--- src/hdl/htok_pkg.sv ---
// Package with the shared types, codes and helper functions of the HTTP request tokenizer.
`default_nettype none

package htok_pkg;

  // Default depth of the queue between the parser and the output stage.
  localparam int unsigned QUEUE_DEPTH_DEF = 4;

  // Characters the parser reacts to.
  localparam logic [7:0] CH_CR    = 8'h0d;
  localparam logic [7:0] CH_LF    = 8'h0a;
  localparam logic [7:0] CH_COLON = 8'h3a;
  localparam logic [7:0] CH_SPACE = 8'h20;

  // Token kinds carried in token_kind.
  localparam logic [2:0] KIND_NONE    = 3'd0;
  localparam logic [2:0] KIND_METHOD  = 3'd1;
  localparam logic [2:0] KIND_TARGET  = 3'd2;
  localparam logic [2:0] KIND_VERSION = 3'd3;
  localparam logic [2:0] KIND_HNAME   = 3'd4;
  localparam logic [2:0] KIND_HVALUE  = 3'd5;
  localparam logic [2:0] KIND_IGNORED = 3'd6;

  // Method codes carried in method_code.
  localparam logic [2:0] MCODE_UNKNOWN = 3'd0;
  localparam logic [2:0] MCODE_GET     = 3'd1;
  localparam logic [2:0] MCODE_POST    = 3'd2;
  localparam logic [2:0] MCODE_HEAD    = 3'd3;
  localparam logic [2:0] MCODE_PUT     = 3'd4;

  // Parts of the request line.
  localparam logic [1:0] PART_METHOD  = 2'd0;
  localparam logic [1:0] PART_IGNORED = 2'd3;

  // Method names, one row per candidate (GET, POST, HEAD, PUT), and their lengths.
  localparam logic [7:0] METHOD_CHARS [4][4] = '{
    '{"G", "E", "T", 8'h00},
    '{"P", "O", "S", "T"},
    '{"H", "E", "A", "D"},
    '{"P", "U", "T", 8'h00}
  };
  localparam logic [2:0] METHOD_LENS [4] = '{3'd3, 3'd4, 3'd4, 3'd3};
  localparam logic [2:0] METHOD_CODES [4] = '{MCODE_GET, MCODE_POST, MCODE_HEAD, MCODE_PUT};

  typedef enum logic [1:0] {
    PH_REQ   = 2'd0,
    PH_NAME  = 2'd1,
    PH_VALUE = 2'd2,
    PH_DONE  = 2'd3
  } phase_e;

  typedef struct packed {
    logic [7:0] data_in;
    logic       new_request;
  } htok_in_t;

  typedef struct packed {
    logic [7:0] data_out;
    logic [2:0] token_kind;
    logic       token_end;
    logic       line_end;
    logic       request_done;
    logic [2:0] method_code;
    logic       last;
  } htok_out_t;

  // One queue entry holds all results of one input beat: one or two.
  typedef struct packed {
    logic      two;
    htok_out_t res0;
    htok_out_t res1;
  } htok_entry_t;

  // Queue status seen by the parser and the output stage.
  typedef struct packed {
    logic full;
    logic empty;
  } htok_qstat_t;

  // Parser state.
  typedef struct packed {
    phase_e     phase;
    logic [1:0] part;
    logic       cr;
    logic       skip;
    logic [3:0] cand;
    logic [2:0] pos;
  } htok_pstate_t;

  localparam htok_pstate_t PSTATE_RESET = '{
    phase: PH_REQ, part: PART_METHOD, cr: 1'b0, skip: 1'b0, cand: 4'hf, pos: 3'd0
  };

  typedef struct packed {
    logic [3:0] cand;
    logic [2:0] pos;
  } htok_mstate_t;

  // Drops the candidates whose letter at the current position does not match.
  function automatic htok_mstate_t method_upd(logic [3:0] cand, logic [2:0] pos,
                                              logic [7:0] b);
    htok_mstate_t r;
    r.cand = cand;
    for (int i = 0; i < 4; i++) begin
      if (cand[i] && (pos < METHOD_LENS[i]) && (b != METHOD_CHARS[i][pos[1:0]])) begin
        r.cand[i] = 1'b0;
      end
    end
    r.pos = (pos == 3'd7) ? pos : pos + 3'd1;
    return r;
  endfunction

  // First candidate that is still alive and has matched all of its letters.
  function automatic logic [2:0] method_code(logic [3:0] cand, logic [2:0] pos);
    logic [2:0] code;
    code = MCODE_UNKNOWN;
    for (int i = 3; i >= 0; i--) begin
      if (cand[i] && (pos >= METHOD_LENS[i])) begin
        code = METHOD_CODES[i];
      end
    end
    return code;
  endfunction

  function automatic htok_out_t mk_res(logic [7:0] b, logic [2:0] kind, logic tend,
                                       logic lend, logic done, logic [2:0] mcode);
    htok_out_t r;
    r.data_out     = b;
    r.token_kind   = kind;
    r.token_end    = tend;
    r.line_end     = lend;
    r.request_done = done;
    r.method_code  = mcode;
    r.last         = 1'b0;
    return r;
  endfunction

endpackage

`default_nettype wire

--- src/hdl/htok_front.sv ---
// Parser front end: accepts request bytes, tracks the parse state and builds queue entries.
`default_nettype none

module htok_front
  import htok_pkg::*;
(
  input  wire         clk_i,
  input  wire         rst_ni,
  input  wire         in_valid_i,
  output logic        in_ready_o,
  input  htok_in_t    in_data_i,
  input  htok_qstat_t qstat_i,
  output logic        push_o,
  output htok_entry_t entry_o
);

  htok_pstate_t st_q, st_d;
  htok_pstate_t s;
  htok_mstate_t mu;
  htok_out_t    pre, x;
  logic         pre_valid, x_valid;
  logic [7:0]   b;
  logic         accept;

  function automatic logic [2:0] data_kind(phase_e ph, logic [1:0] part);
    logic [2:0] k;
    unique case (ph)
      PH_REQ: begin
        if (part == PART_METHOD) begin
          k = KIND_METHOD;
        end else if (part == PART_IGNORED) begin
          k = KIND_IGNORED;
        end else begin
          k = {1'b0, part} + 3'd1;
        end
      end
      PH_NAME: k = KIND_HNAME;
      default: k = KIND_HVALUE;
    endcase
    return k;
  endfunction

  assign in_ready_o = !qstat_i.full;
  assign accept     = in_valid_i && in_ready_o;
  assign b          = in_data_i.data_in;

  always_comb begin
    s         = in_data_i.new_request ? PSTATE_RESET : st_q;
    st_d      = s;
    pre       = '0;
    x         = '0;
    pre_valid = 1'b0;
    x_valid   = 1'b0;
    mu        = '0;

    if (s.phase == PH_DONE) begin
      x_valid = 1'b1;
      x       = mk_res(b, KIND_IGNORED, 1'b0, 1'b0, 1'b0, MCODE_UNKNOWN);
    end else if (s.cr && (b == CH_LF)) begin
      st_d.cr   = 1'b0;
      pre_valid = 1'b1;
      pre       = mk_res(CH_CR, KIND_NONE, 1'b0, 1'b0, 1'b0, MCODE_UNKNOWN);
      x_valid   = 1'b1;
      unique case (s.phase)
        PH_REQ: begin
          if (s.part == PART_IGNORED) begin
            x = mk_res(CH_LF, KIND_IGNORED, 1'b0, 1'b1, 1'b0, MCODE_UNKNOWN);
          end else begin
            x = mk_res(CH_LF, {1'b0, s.part} + 3'd1, 1'b1, 1'b1, 1'b0,
                       (s.part == PART_METHOD) ? method_code(s.cand, s.pos)
                                               : MCODE_UNKNOWN);
          end
          st_d.phase = PH_NAME;
        end
        PH_NAME: begin
          x          = mk_res(CH_LF, KIND_NONE, 1'b0, 1'b1, 1'b1, MCODE_UNKNOWN);
          st_d.phase = PH_DONE;
        end
        default: begin
          x          = mk_res(CH_LF, KIND_HVALUE, 1'b1, 1'b1, 1'b0, MCODE_UNKNOWN);
          st_d.phase = PH_NAME;
        end
      endcase
    end else begin
      // A held CR that is not followed by LF turns into ordinary token data.
      if (s.cr) begin
        st_d.cr   = 1'b0;
        pre_valid = 1'b1;
        pre       = mk_res(CH_CR, data_kind(s.phase, s.part), 1'b0, 1'b0, 1'b0,
                           MCODE_UNKNOWN);
        if ((s.phase == PH_REQ) && (s.part == PART_METHOD)) begin
          mu        = method_upd(s.cand, s.pos, CH_CR);
          st_d.cand = mu.cand;
          st_d.pos  = mu.pos;
        end
      end
      priority if ((s.phase == PH_VALUE) && s.skip) begin
        st_d.skip = 1'b0;
        x_valid   = 1'b1;
        x         = mk_res(b, KIND_IGNORED, 1'b0, 1'b0, 1'b0, MCODE_UNKNOWN);
      end else if (b == CH_CR) begin
        st_d.cr = 1'b1;
      end else if ((s.phase == PH_REQ) && (b == CH_SPACE)) begin
        x_valid = 1'b1;
        if (s.part == PART_IGNORED) begin
          x = mk_res(b, KIND_IGNORED, 1'b0, 1'b0, 1'b0, MCODE_UNKNOWN);
        end else begin
          x = mk_res(b, {1'b0, s.part} + 3'd1, 1'b1, 1'b0, 1'b0,
                     (s.part == PART_METHOD) ? method_code(st_d.cand, st_d.pos)
                                             : MCODE_UNKNOWN);
          st_d.part = s.part + 2'd1;
        end
      end else if ((s.phase == PH_NAME) && (b == CH_COLON)) begin
        x_valid    = 1'b1;
        x          = mk_res(b, KIND_HNAME, 1'b1, 1'b0, 1'b0, MCODE_UNKNOWN);
        st_d.phase = PH_VALUE;
        st_d.skip  = 1'b1;
      end else begin
        x_valid = 1'b1;
        x       = mk_res(b, data_kind(s.phase, s.part), 1'b0, 1'b0, 1'b0, MCODE_UNKNOWN);
        if ((s.phase == PH_REQ) && (s.part == PART_METHOD)) begin
          mu        = method_upd(st_d.cand, st_d.pos, b);
          st_d.cand = mu.cand;
          st_d.pos  = mu.pos;
        end
      end
    end
  end

  always_comb begin
    entry_o = '0;
    if (pre_valid) begin
      entry_o.res0 = pre;
      entry_o.res1 = x;
      entry_o.two  = x_valid;
    end else begin
      entry_o.res0 = x;
    end
    if (entry_o.two) begin
      entry_o.res1.last = 1'b1;
    end else begin
      entry_o.res0.last = 1'b1;
    end
  end

  assign push_o = accept && (pre_valid || x_valid);

  always_ff @(posedge clk_i or negedge rst_ni) begin
    if (!rst_ni) begin
      st_q <= PSTATE_RESET;
    end else if (accept) begin
      st_q <= st_d;
    end
  end

endmodule

`default_nettype wire

--- src/hdl/htok_queue.sv ---
// Small entry queue that decouples the parser from the output stage.
`default_nettype none

module htok_queue
  import htok_pkg::*;
#(
  parameter int unsigned DEPTH = QUEUE_DEPTH_DEF
) (
  input  wire         clk_i,
  input  wire         rst_ni,
  input  wire         push_i,
  input  htok_entry_t entry_i,
  input  wire         pop_i,
  output htok_entry_t head_o,
  output htok_qstat_t qstat_o
);

  localparam int unsigned PTR_W = (DEPTH > 1) ? $clog2(DEPTH) : 1;
  localparam int unsigned CNT_W = $clog2(DEPTH + 1);

  htok_entry_t      mem_q [DEPTH];
  logic [PTR_W-1:0] wptr_q, wptr_d, rptr_q, rptr_d;
  logic [CNT_W-1:0] cnt_q, cnt_d;

  function automatic logic [PTR_W-1:0] ptr_inc(logic [PTR_W-1:0] p);
    return (p == PTR_W'(DEPTH - 1)) ? '0 : p + PTR_W'(1);
  endfunction

  assign qstat_o.full  = (cnt_q == CNT_W'(DEPTH));
  assign qstat_o.empty = (cnt_q == '0);
  assign head_o        = mem_q[rptr_q];

  always_comb begin
    wptr_d = push_i ? ptr_inc(wptr_q) : wptr_q;
    rptr_d = pop_i ? ptr_inc(rptr_q) : rptr_q;
    cnt_d  = cnt_q;
    if (push_i && !pop_i) begin
      cnt_d = cnt_q + CNT_W'(1);
    end else if (pop_i && !push_i) begin
      cnt_d = cnt_q - CNT_W'(1);
    end
  end

  always_ff @(posedge clk_i or negedge rst_ni) begin
    if (!rst_ni) begin
      wptr_q <= '0;
      rptr_q <= '0;
      cnt_q  <= '0;
    end else begin
      wptr_q <= wptr_d;
      rptr_q <= rptr_d;
      cnt_q  <= cnt_d;
    end
  end

  always_ff @(posedge clk_i) begin
    if (push_i) begin
      mem_q[wptr_q] <= entry_i;
    end
  end

endmodule

`default_nettype wire

--- src/hdl/htok_back.sv ---
// Output stage: takes queue entries and presents their results one beat at a time.
`default_nettype none

module htok_back
  import htok_pkg::*;
(
  input  wire         clk_i,
  input  wire         rst_ni,
  input  htok_entry_t head_i,
  input  htok_qstat_t qstat_i,
  output logic        pop_o,
  output logic        out_valid_o,
  input  wire         out_ready_i,
  output htok_out_t   out_data_o
);

  htok_entry_t ent_q, ent_d;
  logic        valid_q, valid_d;
  logic        sel_q, sel_d;
  logic        take;

  assign take = valid_q && out_ready_i;

  always_comb begin
    ent_d   = ent_q;
    valid_d = valid_q;
    sel_d   = sel_q;
    pop_o   = 1'b0;
    if (take && !sel_q && ent_q.two) begin
      sel_d = 1'b1;
    end else if (!valid_q || take) begin
      // The current entry is finished: load the next one if there is one.
      sel_d = 1'b0;
      if (!qstat_i.empty) begin
        pop_o   = 1'b1;
        ent_d   = head_i;
        valid_d = 1'b1;
      end else begin
        valid_d = 1'b0;
      end
    end
  end

  always_ff @(posedge clk_i or negedge rst_ni) begin
    if (!rst_ni) begin
      valid_q <= 1'b0;
      sel_q   <= 1'b0;
    end else begin
      valid_q <= valid_d;
      sel_q   <= sel_d;
    end
  end

  always_ff @(posedge clk_i) begin
    ent_q <= ent_d;
  end

  assign out_valid_o = valid_q;
  assign out_data_o  = sel_q ? ent_q.res1 : ent_q.res0;

endmodule

`default_nettype wire

--- src/hdl/http_request_tokenizer_top.sv ---
// Top level of the HTTP request tokenizer: parser, entry queue and output stage.
`default_nettype none

//  Channel | Direction | Handshake                  | Beat payload
//  in      | input     | in_valid_i / in_ready_o    | htok_in_t  (data_in, new_request)
//  out     | output    | out_valid_o / out_ready_i  | htok_out_t (one tagged byte)
//
// The parser takes one byte per clock while the queue has room; every beat that
// yields results writes one queue entry holding one or two results.
// The output stage registers the head entry and sends one result per clock while
// out_ready_i is high, so a two-result entry (CR LF, or a held CR and a non-CR byte)
// occupies it for both results; a held CR alone writes nothing. Input stalls only
// while the queue of QUEUE_DEPTH entries is full. Reset clears the parse state, queue
// pointers and output valid; the block can take a byte in the first cycle after reset.

module http_request_tokenizer_top
  import htok_pkg::*;
#(
  parameter int unsigned QUEUE_DEPTH = QUEUE_DEPTH_DEF
) (
  input  wire       clk_i,
  input  wire       rst_ni,
  input  wire       in_valid_i,
  output logic      in_ready_o,
  input  htok_in_t  in_data_i,
  output logic      out_valid_o,
  input  wire       out_ready_i,
  output htok_out_t out_data_o
);

  logic        q_push;
  logic        q_pop;
  htok_entry_t q_entry;
  htok_entry_t q_head;
  htok_qstat_t q_stat;

  // Front: classifies each byte and updates the request parse state.
  htok_front u_front (
    .clk_i      (clk_i),
    .rst_ni     (rst_ni),
    .in_valid_i (in_valid_i),
    .in_ready_o (in_ready_o),
    .in_data_i  (in_data_i),
    .qstat_i    (q_stat),
    .push_o     (q_push),
    .entry_o    (q_entry)
  );

  // Queue: lets the parser run ahead while the output side is stalled.
  htok_queue #(
    .DEPTH (QUEUE_DEPTH)
  ) u_queue (
    .clk_i   (clk_i),
    .rst_ni  (rst_ni),
    .push_i  (q_push),
    .entry_i (q_entry),
    .pop_i   (q_pop),
    .head_o  (q_head),
    .qstat_o (q_stat)
  );

  // Back: unpacks entries into single result beats.
  htok_back u_back (
    .clk_i       (clk_i),
    .rst_ni      (rst_ni),
    .head_i      (q_head),
    .qstat_i     (q_stat),
    .pop_o       (q_pop),
    .out_valid_o (out_valid_o),
    .out_ready_i (out_ready_i),
    .out_data_o  (out_data_o)
  );

  // The parser never writes into a full queue.
  assert property (@(posedge clk_i) disable iff (!rst_ni) q_push |-> !q_stat.full)
    else $error("entry written into a full queue");

  // The output stage never takes an entry from an empty queue.
  assert property (@(posedge clk_i) disable iff (!rst_ni) q_pop |-> !q_stat.empty)
    else $error("entry taken from an empty queue");

  // The end of a request is always a line end and the final result of its beat.
  assert property (@(posedge clk_i) disable iff (!rst_ni)
    (out_valid_o && out_data_o.request_done) |->
      (out_data_o.line_end && out_data_o.last))
    else $error("request end without line end or last");

  // A method code only appears where a method token closes.
  assert property (@(posedge clk_i) disable iff (!rst_ni)
    (out_valid_o && (out_data_o.method_code != MCODE_UNKNOWN)) |->
      (out_data_o.token_end && (out_data_o.token_kind == KIND_METHOD)))
    else $error("method code outside a method token end");

endmodule

`default_nettype wire

--- config.mk ---
export PLATFORM = sky130hd
export DESIGN_NAME = http_request_tokenizer_top
export DESIGN_NICKNAME = d
export VERILOG_FILES = /design/src/hdl/htok_pkg.sv /design/src/hdl/htok_front.sv /design/src/hdl/htok_queue.sv /design/src/hdl/htok_back.sv /design/src/hdl/http_request_tokenizer_top.sv
export SDC_FILE = /design/constraint.sdc
export NUM_CORES = 1
export LEC_CHECK = 0
export BUFFER_PORTS_ARGS = -buffer_cell sky130_fd_sc_hd__buf_2
export CORE_ASPECT_RATIO = 1.25
export CORE_MARGIN = 5
export CORE_UTILIZATION = 64
export CTS_BUF_LIST = sky130_fd_sc_hd__clkbuf_4 sky130_fd_sc_hd__clkbuf_8
export DETAILED_ROUTE_END_ITERATION = 6
export GPL_TIMING_DRIVEN = 0
export PLACE_DENSITY = 0.9
export SLEW_MARGIN = 40
export SYNTH_ARGS = -nofsm -noshare
export SYNTH_HDL_FRONTEND = slang
export SYNTH_HIERARCHICAL = 1
export SYNTH_SLANG_ARGS = --single-unit
--- constraint.sdc ---
create_clock -name clk_i -period 4.9 [get_ports clk_i]
set_input_delay 0.98 -clock clk_i [delete_from_list [all_inputs] [get_ports clk_i]]
set_output_delay 0.98 -clock clk_i [all_outputs]
set_load 0.1 [all_outputs]
==> flow_metrics.tcl <==
set metrics [dict create \
    p_leak_nw 3.56 \
    tritoncts "done" \
    setup_viol 0 \
    vias_per_cell 6.41 \
    synth_compound_area_share_pct 4.73 \
    synthTopCellsByArea "edfxtp_1 (62%), mux4_2 (9.3%), dfrtp_1 (5.0%)" \
    rsz0062_at_grt "no" \
    final.min_clock_period_ps 3540 \
    antennaDiodeCount 0 \
    r2r_setup_slack_ps 1410 \
    place.port_buffers 27 \
    instances_no_fill 795 \
    yosys.area.top_type "edfxtp_1" \
    required_ps 5380 \
    place_inst 744 \
    gp_congestion 0.870 \
    via_count 5093 \
    slew_headroom_pct 47.1 \
    yosysSeqAreaShare_pct 68.5 \
    dieArea_um2 16400 \
    r2r_end "u_front/st_q[5]" \
    postCtsSetupRepairBufs 0 \
    cts_resized 0 \
    drv_slew 0 \
    start_kind "input port" \
    fp.coreArea_um2 13800 \
    cts-htree-levels 1 \
    routed_wl_mm 18.6 \
    worst_pin_slew_ps 794 \
    synth-adder-area-share_pct 1.77 \
    ctsLongestPathBuffers 3 \
    cts_root_buf "clkbuf_8" \
    wl_per_cell_um 23.3 \
    drt_iter0_drc 457 \
    io_pins 33 \
    yosysWarnings 6 \
    cts_num_sinks 207 \
    syn_area_per_cell_um2 16.6 \
    cp-end-kind "register" \
    grt_pass1_wl_mm 28.9 \
    synth_xor_area_share_pct 1.28 \
    first_pass_iters 5 \
    clk_pin_slew_ps 60 \
    antenna_found_initial 0 \
    grt_pass1_vias 5317 \
    synth_edf_count 185 \
    hold_buffers 0 \
    fmax_ghz 0.282 \
    r2r-start "u_front/st_q[10]" \
    grt_max_degree 38 \
    cap_violations 0 \
    synth_top_family_by_area "multiplexers" \
    dp_hpwl_mm 12.5 \
    final_common_cell "edfxtp_1" \
    ir_drop_uv 533 \
    r2r_cells 9 \
    async_flop_share_pct 10.6 \
    final_cell_mix "edfxtp_1 (185), mux4_2 (37), buf_2 (34)" \
    yosys.area_share.simple_pct 8.67 \
    status "finished clean" \
    cts_buffers 29 \
    synthFlopType "edfxtp_1" \
    ys_types 67 \
    area_growth_pct 11.3 \
    synth_top_area_share_pct 62.3 \
    synth.area.mux_share_pct 12.5 \
    drive_gt1_share_pct 28.2 \
    postSynthCellCount 536 \
    dieWidth_um 116 \
    track_usage_pct 23.5 \
    start_util_pct 64.9 \
    drc_errors 0 \
    synth_seq_cells 207 \
    finalHoldViolCount 0 \
    nets 625 \
    fin_util_pct 72.2 \
    chipHeight_um 142 \
    crit_type "in -> reg" \
    p_total_mw 6.30 \
    antenna_left 0 \
    worst-path-max-fanout 10 \
    fin_skew_ps 15.2 \
    synth_area_um2 8920 \
    p_per_area_nw_per_um2 634 \
    worstPathArrival_ps 4020 \
    hold_class "in -> async" \
    period_share_pct 72.3 \
    rows 48 \
    grt-ovfl-total 0 \
    clk_latency_ps 540 \
]
per-layer routing:
metal / share of wire (%) / up-vias / global-route usage [%]
met5: 0 / - / 0
met4: 2.7 / 0 / 8.34
met3: 5.6 / 44 / 3.11
met2: 54 / 202 / 41.7
met1: 37 / 2610 / 29.8
li1: - / 2237 / -
sequential cells by signal, summed over array words and instances, names as in the netlist:
register	count
u_back/ent_q	37
u_back/out_valid_o	1
u_back/sel_q	1
u_front/st_q	13
u_queue/cnt_q	3
u_queue/mem_q	148
u_queue/rptr_q	2
u_queue/wptr_q	2
worst max-delay path, stage by stage:
cell	delay, ps
buf_2	150
nor2b_1	170
clkbuf_1	360
nand3_1	160
mux2i_1	470
ha_1	390
xor2_1	170
or4_1	510
nor4b_1	410
o221a_2	240
stage by stage:
stage               setup slack (ps)  hold WS (ps)  setup TNS [ps]  cell area (um^2)
floorplan                        733           456               0              8920
global route                    1230           453               0              9930
global placement                -535           473          -19680              9280
CTS                             1240           436               0              9920
finish                          1360           445               0              9930
detailed placement               693           480               0              9330
logic make-up (layout without fill, tap and decap cells):
| kind of cell | Yosys count | after routing |
|---|---|---|
| AO/OA/AOI/OAI | 61 | 61 |
| flip-flops | 207 | 207 |
| XOR/XNOR | 13 | 13 |
| adder cells (fa/ha/maj) | 12 | 12 |
| multiplexers | 62 | 62 |
| AND/OR/NAND/NOR | 138 | 138 |
| buffers and inverters | 42 | 125 |
| other | 1 | 2 |
report_power, final:
group | internal [mW] | switching [mW] | total, mW
combinational | 0.715 | 1.62 | 2.34
clock | 0.743 | 0.600 | 1.34
sequential | 2.46 | 0.162 | 2.62
synth_stat cells (4+ instances only):
cell / n
edfxtp_1: 185
mux4_2: 37
nand2_1: 30
nor2_1: 28
mux2_2: 23
dfrtp_1: 18
clkbuf_1: 15
o21ai_0: 15
and2_1: 12
ha_1: 11
inv_1: 11
nor3_1: 10
a21oi_1: 9
xor2_1: 9
and3_1: 7
buf_6: 6
nand3_1: 6
buf_2: 5
buf_4: 5
nor2b_1: 5
nor4_1: 5
a211oi_1: 4
dfstp_2: 4
nor3b_1: 4
o22ai_1: 4
xnor2_1: 4
area by class of cell:
cell class / instances / area [um^2]
Buffer: 31 / 186
Clock buffer: 43 / 529
Sequential cell: 207 / 6110
Tap cell: 175 / 219
Multi-Input combinational cell: 288 / 2610
Clock inverter: 8 / 67.6
Fill cell: 787 / 3820
Inverter: 11 / 41.3
Timing Repair Buffer: 32 / 168
how the worst max path moves through the flow:
stage / startpoint / slack (ps) / to
after floorplan: u_back/out_valid_o / 730 / u_back/ent_q[0]
after global placement: out_ready_i / -530 / u_back/ent_q[30]
after detailed placement: in_data_i[7] / 690 / u_queue/cnt_q[1]
after CTS: in_data_i[7] / 1240 / u_queue/cnt_q[1]
after global routing: in_data_i[0] / 1230 / u_queue/mem_q[0][3]
final: in_data_i[0] / 1360 / u_front/st_q[5]
(Power assumes the default switching activity.)
